[config.mk]
export PLATFORM = sky130hd
export DESIGN_NAME = tec_divider
export DESIGN_NICKNAME = d
export VERILOG_FILES = /design/src/design/tec_pkg.sv /design/src/design/tec_divider.sv
export SDC_FILE = /design/constraint.sdc
export NUM_CORES = 1
export LEC_CHECK = 0
export BUFFER_PORTS_ARGS = -buffer_cell sky130_fd_sc_hd__buf_2
export CAP_MARGIN = 20
export CORE_ASPECT_RATIO = 0.9
export CORE_MARGIN = 10
export CORE_UTILIZATION = 50
export DETAILED_ROUTE_END_ITERATION = 8
export GPL_TIMING_DRIVEN = 0
export PLACE_DENSITY = 0.74
export SLEW_MARGIN = 20
export SYNTH_ARGS = -nofsm -noshare
export SYNTH_HDL_FRONTEND = slang
export SYNTH_SLANG_ARGS = --single-unit
[constraint.sdc]
create_clock -name clock -period 4.95 [get_ports clock]
set_input_delay 0.99 -clock clock [delete_from_list [all_inputs] [get_ports clock]]
set_output_delay 0.99 -clock clock [all_outputs]
set_load 0.1 [all_outputs]
[src/design/tec_pkg.sv]
// Shared types, constants and codes of the tolerance error checker.
package tec_pkg;

   localparam int WORD_W      = 32;
   localparam int SUM_W       = 48;
   localparam int PROD_W      = 49;
   localparam int TOL_W       = 17;
   localparam logic [TOL_W-1:0] TOL_SCALE = 17'd100000;

   localparam int MAX_ITEMS_DEFAULT     = 65536;
   localparam int FRACTION_BITS_DEFAULT = 16;

   localparam int REQ_DATA_W  = 96;
   localparam int REQ_USER_W  = 4;
   localparam int RSP_DATA_W  = 72;

   // Quotient bits produced per division, one per step.
   localparam int DIV_STEPS   = 32;
   localparam int STEP_CNT_W  = $clog2(DIV_STEPS + 1);

   localparam int MODE_W = 2;
   localparam logic [MODE_W-1:0] MODE_RELATIVE  = 2'd0;
   localparam logic [MODE_W-1:0] MODE_ABSOLUTE  = 2'd1;
   localparam logic [MODE_W-1:0] MODE_DEVIATION = 2'd2;

   localparam int CSR_INDEX_W = 1;
   localparam logic [CSR_INDEX_W-1:0] CSR_MODE    = 1'd0;
   localparam logic [CSR_INDEX_W-1:0] CSR_EPSILON = 1'd1;

   localparam logic [WORD_W-1:0] EPSILON_RESET = 32'd655;

   typedef enum logic [3:0] {
      S_IDLE,
      S_PREP,
      S_RANGE,
      S_TOL,
      S_TOLCMP,
      S_DIV,
      S_ACC,
      S_LAST,
      S_AVG,
      S_FIN
   } tec_state_type;

   typedef struct packed {
      logic              start;
      logic [WORD_W-1:0] rem_init;
      logic [WORD_W-1:0] low_init;
      logic [WORD_W-1:0] divisor;
   } div_req_type;

   typedef struct packed {
      logic              done;
      logic [WORD_W-1:0] quotient;
   } div_rsp_type;

endpackage

[src/design/tec_divider.sv]
// Shared restoring divider: one quotient bit per cycle, 32 steps per division.
module tec_divider import tec_pkg::*; (
   input  logic        clock,
   input  logic        reset,
   input  div_req_type div_req,
   output div_rsp_type div_rsp
);

   logic [WORD_W-1:0]     rem_ff, rem_in;
   logic [WORD_W-1:0]     quo_ff, quo_in;
   logic [WORD_W-1:0]     dvs_ff, dvs_in;
   logic [STEP_CNT_W-1:0] cnt_ff, cnt_in;
   logic                  busy_ff, busy_in;
   logic                  done_ff, done_in;
   logic [WORD_W+1:0]     trial;

   // Shift in the next dividend bit and try the subtraction.
   assign trial = {1'b0, rem_ff, quo_ff[WORD_W-1]} - {2'b00, dvs_ff};

   always_comb begin
      rem_in  = rem_ff;
      quo_in  = quo_ff;
      dvs_in  = dvs_ff;
      cnt_in  = cnt_ff;
      busy_in = busy_ff;
      done_in = 1'b0;
      if (div_req.start) begin
         rem_in  = div_req.rem_init;
         quo_in  = div_req.low_init;
         dvs_in  = div_req.divisor;
         cnt_in  = '0;
         busy_in = 1'b1;
      end else if (busy_ff) begin
         if (!trial[WORD_W+1]) begin
            rem_in = trial[WORD_W-1:0];
            quo_in = {quo_ff[WORD_W-2:0], 1'b1};
         end else begin
            rem_in = {rem_ff[WORD_W-2:0], quo_ff[WORD_W-1]};
            quo_in = {quo_ff[WORD_W-2:0], 1'b0};
         end
         cnt_in = cnt_ff + STEP_CNT_W'(1);
         if (cnt_ff == STEP_CNT_W'(DIV_STEPS - 1)) begin
            busy_in = 1'b0;
            done_in = 1'b1;
         end
      end
   end

   always_ff @(posedge clock) begin
      if (reset) begin
         cnt_ff  <= '0;
         busy_ff <= 1'b0;
         done_ff <= 1'b0;
      end else begin
         cnt_ff  <= cnt_in;
         busy_ff <= busy_in;
         done_ff <= done_in;
      end
      rem_ff <= rem_in;
      quo_ff <= quo_in;
      dvs_ff <= dvs_in;
   end

   assign div_rsp.done     = done_ff;
   assign div_rsp.quotient = quo_ff;

endmodule

==> results of run 1 <==
## layer usage
metal,up-vias,part of all wire
li1,2277,-
met1,2204,0.43
met2,156,0.47
met3,18,0.090
met4,0,0.014
met5,-,0
## worst max path at each step
stage	startpoint	end	slack, ps	cells after the start
2_1_floorplan	quo_ff[31]	rem_ff[28]	1480	11
3_3_place_gp	div_req[96]	rem_ff[20]	-190	5
3_5_place_dp	div_req[96]	rem_ff[27]	1180	6
4_1_cts	quo_ff[31]	rem_ff[28]	1580	11
5_1_grt	div_req[96]	rem_ff[17]	1400	6
6_report	quo_ff[31]	rem_ff[28]	1510	11
## kinds of logic (layout without fill, tap and decap cells)
group	count (synthesis)	after routing	share of synthesized area
adder cells (fa/ha/maj)	34	34	0.0718
AND/OR/NAND/NOR	124	124	0.0953
XOR/XNOR	33	33	0.0479
buffers and inverters	73	221	0.0498
AO/OA/AOI/OAI	124	124	0.142
multiplexers	49	49	0.0880
other	0	2	0
flip-flops	104	104	0.505
## sequential cells by signal (all words and copies together), names as in the netlist
signal,flops
busy_ff,1
cnt_ff,6
done_ff,1
dvs_ff,32
quo_ff,32
rem_ff,32
## cells in the mapped netlist (all sizes together), types with 5 or more instances
cell / n
edfxtp: 96
inv: 48
a21oi: 46
nor2: 42
nand2: 34
ha: 33
mux2: 32
xnor2: 19
mux2i: 17
o21ai: 15
a21o: 14
xor2: 14
clkbuf: 13
buf: 11
nand3: 9
dfxtp: 8
nand4: 8
nor3: 8
o311ai: 8
a221o: 7
nand2b: 6
nor3b: 6
o21a: 5
## metrics by stage
step           instance area (sq um)   util
2_1_floorplan                   6030      -
3_3_place_gp                    6880  0.592
3_5_place_dp                    6910  0.594
4_1_cts                         7230  0.622
5_1_grt                         7230  0.623
6_report                        7240  0.623
## power breakdown
| group | internal (mW) | switching (mW) |
|---|---|---|
| sequential | 1.14 | 0.0706 |
| clock | 0.410 | 0.358 |
| combinational | 0.561 | 0.936 |
| total | 2.11 | 1.36 |
## final cells by class
cell class	count	share of cell area
antenna	2	0.000692
multi-input combinational	364	0.372
timing repair buffer	132	0.0934
sequential	104	0.420
buffer	24	0.0161
tap	156	0.0270
clock inverter	7	0.0138
clock buffer	9	0.0311
inverter	49	0.0254
## cell usage in the layout (no fill, tap or decap), types with 9 or more instances in the layout
master	instances
mux2i_1	17
clkbuf_1	13
a21oi_1	45
nand2_1	33
nand3_1	9
nor2_1	42
mux2_2	32
inv_1	48
a21o_1	14
xnor2_1	19
o21ai_0	10
clkbuf_16	9
edfxtp_1	96
xor2_1	14
buf_2	134
ha_1	33
## worst reg2reg max path: cells and delay by family (launching register included)
family / cells / cell delay (ps)
AOI/OAI and AO/OA: 6 / 1700
adders and majority gates: 2 / 640
buffers and inverters: 1 / 70
and+or+nand+nor: 1 / 210
DFF: 1 / 440
xor gates and xnor gates: 1 / 140
==> out/qor.yml, run 1 <==
cp_data_arrival_time_ps: 3540
finalSetupViolCount: 0
slew_headroom: 0.440
fmax_mhz: 291
start_util: 0.519
ys.flop_type: "edfxtp_1"
critPathLaunchType: "flop"
grt_pass1_vias: 4935
post_cts_resized: 0
finalNonFillerCells: 847
synth_cells: 541
htree_levels: 3
fp-row-count: 37
ys_top_cells_by_area: "edfxtp_1, ha_1, mux2_2, a21oi_1, inv_1"
synth.distinct_cells: 53
ir_worst_vdd_uv: 314
crit_family: "compound AO/OA/AOI/OAI gates"
cts.path.max_buffers: 2
hold_path.class: "flop to flop"
outcome: "finished, final reports clean"
root_buffer: "clkbuf_16"
p_leak_nw: 3.13
powerDensity_mw_per_mm2: 480
drtAntennaViolNets: 0
groute.usage.overall: 0.184
min_period_ps: 3440
syn_avg_cell_area_sq_um: 11.1
hold_violations: 0
wirelength_microns: 15600
grt_pass1_wl_microns: 24600
use_met2: 0.303
whs_ps: 525
max-cap-violations: 0
r2r_start: "quo_ff[31]"
setup_tns_ps: 0
r2r-end: "rem_ff[28]"
synth-edff-count: 96
drcViolationCount: 0
rr_worst_depth: 11
yosysTopAreaCellShare: 0.478
r2r_slack_ps: 1510
dieHeight_microns: 124
finalPower_mw: 3.47
port_buffers: 131
min_from: "cnt_ff[5]"
worstSetupPathType: "flop to flop"
synthesis.nets: 674
place_ws_ps: 1180
layout.nets: 817
grt_most_used_layer: "met2"
post_cts_buffers: 0
slowest_delay_ps: 520
final_layout_size_suffix_gt1_frac: 0.286
die_w_microns: 136
clk_latency_ps: 360
io_pins: 132
path_cells: "inv_1 > ha_1 > fa_1 > nand2b_1 > a21o_1 > a211oi_1 > o2111ai_1 > a21oi_1 > o22ai_1 > xnor2_1 > a221o_1"
dr.pass1.iters: 5
synth_top_area_cell: "edfxtp_1"
grt_max_degree: 37
cts_hold_buf: 0
finalClockSkew_ps: 8.07
fin_ws_ps: 1510
synthArstFlopShare: 0
min_delay_path_depth: 2
grt_overflow_total: 0
gp_congestion: 0.900
drt_iter0_drc: 406
crit_fanout: 4
worst_pin_slew_ps: 839
fillers: 965
cts.sinks: 104
critical_path_required_ps: 5060
min_to: "cnt_ff[5]"
cts_tree: "done"
core_area_sq_mm: 0.0116
area_growth_pct: 20.0
regArea_sq_mm: 0.00304
yosysWarnings: 0
cp-end-kind: "flop"
syn_area_sq_mm: 0.00603
dp.cells: 829
grt_antenna_before_repair: 2
cts.reportedPaths.clkPinSlew_ps: 80
numCtsBuffers: 9
vias: 4655
synth.yosys.seq_area_share: 0.505
wire_per_inst_microns: 18.4
use_met3: 0.0737
dieArea_sq_mm: 0.0169
met1_usage: 0.223
ys_ff_latch: 104
rsz0062_at_grt: "no"
period_share: 0.694
dp_hpwl_microns: 11900
multi_input_area_sq_mm: 0.00269
slew_viol_final: 0
vias_per_cell: 5.50
path_buf_inv: 1
slowest_stage: "a211oi_1"
Note: power is estimated with default switching activity, not from simulation.
==> run 2, diff against run 1 <==
==> constraint.sdc (replaced) <==
create_clock -name clock -period 3.35 [get_ports clock]
set_input_delay 0.67 -clock clock [delete_from_list [all_inputs] [get_ports clock]]
set_output_delay 0.67 -clock clock [all_outputs]
set_load 0.1 [all_outputs]
==> run 2 against run 1 <==
  * Clock power up 34%
  * Non-clock buffer count up 2
  * Combinational power up 51%
  * Core utilization about the same
  * Via count up 1.6%
  * Sequential power up 47%
  * Cell area about the same
  * Final cell count unchanged
  * Critical path type unchanged
  * Largest power group unchanged
==> out/qor.yml, run 2 (synthesis gave the netlist of run 1 again) <==
outcome: "finished, final reports clean"
vias_per_cell: 5.58  # +1.6%
vias: 4728  # +1.6%
reg_top3: "dvs_ff x32, quo_ff x32, rem_ff x32"
antenna-diode-count: 0  # -2
crit_fanout: 10  # +6
layout_common_cells: "buf_2, edfxtp_1, inv_1"
io_pins: 132  # unchanged
fp-row-count: 37  # unchanged
wirelength_microns: 15200  # -2.4%
start_util: 0.519  # unchanged
setup_tns_ps: 0  # unchanged
cp_data_arrival_time_ps: 3360  # -180 ps
port_buffers: 131  # unchanged
p_leak_nw: 3.11  # -0.44%
fillers: 1017  # +5.4%
layout.nets: 819  # +0.24%
powerDensity_mw_per_mm2: 701  # +46%
critPathLaunchType: "flop"
crit_family: "compound AO/OA/AOI/OAI gates"
slowest_stage: "edfxtp_1"
numCtsBuffers: 9  # unchanged
area_growth_pct: 20.0  # about the same
grt_overflow_total: 0  # unchanged
min_period_ps: 3270  # -167 ps
hold_violations: 0  # unchanged
max-cap-violations: 0  # unchanged
cp-end-kind: "flop"
clk_latency_ps: 360  # about the same
grt_pass1_wl_microns: 24300  # -1.0%
fin_ws_ps: 81.5  # -1430 ps
p_sw_mw: 2.01  # +48%
final_layout_size_suffix_gt1_frac: 0.294  # +0.00786
drcViolationCount: 0  # unchanged
groute.usage.overall: 0.179  # -0.00561
power_frac_seq: 0.351  # +0.003
dieHeight_microns: 124  # unchanged
power_frac_clock: 0.203  # -0.018
final_common_cell: "buf_2"
grt_pass1_vias: 4967  # +0.65%
cts_tree: "done"
dp_hpwl_microns: 11500  # -3.0%
finalPower_mw: 5.07  # +46%
finalClockSkew_ps: 9.89  # +1.83 ps
swShare: 0.397  # +0.00419
dr.pass1.iters: 5  # unchanged
core_area_sq_mm: 0.0116  # unchanged
ir_worst_vdd_uv: 382  # +21%
grt_max_degree: 40  # +8.1%
place_area_sq_mm: 0.00692  # +0.22%
fmax_mhz: 306  # +5.1%
dieArea_sq_mm: 0.0169  # unchanged
grt_antenna_before_repair: 0  # -2
rsz0062_at_grt: "yes"
cts.path.max_buffers: 2  # unchanged
hold_path.class: "primary input to flop"
drtAntennaViolNets: 0  # unchanged
htree_levels: 3  # unchanged
gp_congestion: 0.894  # -0.69%
slew_headroom: 0.585  # +0.144
slowest_delay_ps: 400  # -120 ps
drt_iter0_drc: 255  # -37%
path_cells: "inv_1 > ha_1 > nor2b_1 > o2111ai_1 > a211oi_2 > o21ai_2 > a311oi_2 > a21oi_2 > o21ai_4 > buf_6 > mux2i_2 > o21ai_1"
path_buf_inv: 2  # +1
design_area_sq_mm: 0.00723  # about the same
cts.sinks: 104  # unchanged
cts.reportedPaths.clkPinSlew_ps: 80  # about the same
root_buffer: "clkbuf_16"
period_share: 0.976  # +0.282
worst_pin_slew_ps: 623  # -217 ps
worstSetupPathType: "flop to flop"
die_w_microns: 136  # unchanged
wire_per_inst_microns: 17.9  # -2.4%
finalSetupViolCount: 0  # unchanged
combPwrFrac: 0.446  # +0.015
slew_viol_final: 0  # unchanged
critical_path_required_ps: 3440  # -1620 ps
p_int_mw: 3.06  # +45%
place_ws_ps: -278  # -1450 ps
[run 2: repair_timing]
action / CTS / global route
setup buffers: 0 / 2
gates resized for setup: 0 / 4
setup endpoints to repair: 0 / 46
hold buffers: 0 / 0
[run 2: cell type report]
type	instances	area, sq um	share of cell area
Buffer	24	120	0.0166
Clock buffer	9	225	0.0311
Clock inverter	7	62.6	0.00865
Inverter	49	184	0.0254
Multi-Input combinational cell	364	2710	0.375
Sequential cell	104	3040	0.421
Tap cell	156	195	0.0270
Timing Repair Buffer	134	693	0.0958
[run 2: final timing paths]
kind | start | endpoint | slack (ps) | cells past startpoint
setup / recovery | dvs_ff[1] | rem_ff[21] | 80 | 12
setup reg to reg | dvs_ff[1] | rem_ff[21] | 80 | 12
hold / removal | div_req[7] | dvs_ff[7] | 480 | 1
hold reg to reg | cnt_ff[4] | cnt_ff[4] | 520 | 2
[run 2: stage by stage]
stage          std cells  utilization  hold slack (ps)
6_report             847        0.623              483
5_1_grt              847        0.623              474
4_1_cts              845        0.620              477
3_5_place_dp         829        0.596              506
3_3_place_gp         828        0.593              464
2_1_floorplan        541            -              454
[run 2: metal layers]
| layer | global-route usage | routed length [microns] |
|---|---|---|
| met5 | 0 | 0 |
| met4 | 0.0397 | 176 |
| met3 | 0.0543 | 1220 |
| met2 | 0.291 | 7200 |
| met1 | 0.230 | 6600 |
[run 2: power by group through the flow]
| stage | clock network, mW | registers (mW) | logic, mW |
|---|---|---|---|
| after global routing | 1.11 | 1.81 | 2.47 |
| after global placement | 0 | 1.80 | 2.14 |
| after floorplan | 0 | 2.10 | 1.42 |
| after CTS | 1.06 | 1.78 | 2.21 |
| final | 1.03 | 1.78 | 2.26 |
| after detailed placement | 0 | 1.81 | 2.19 |
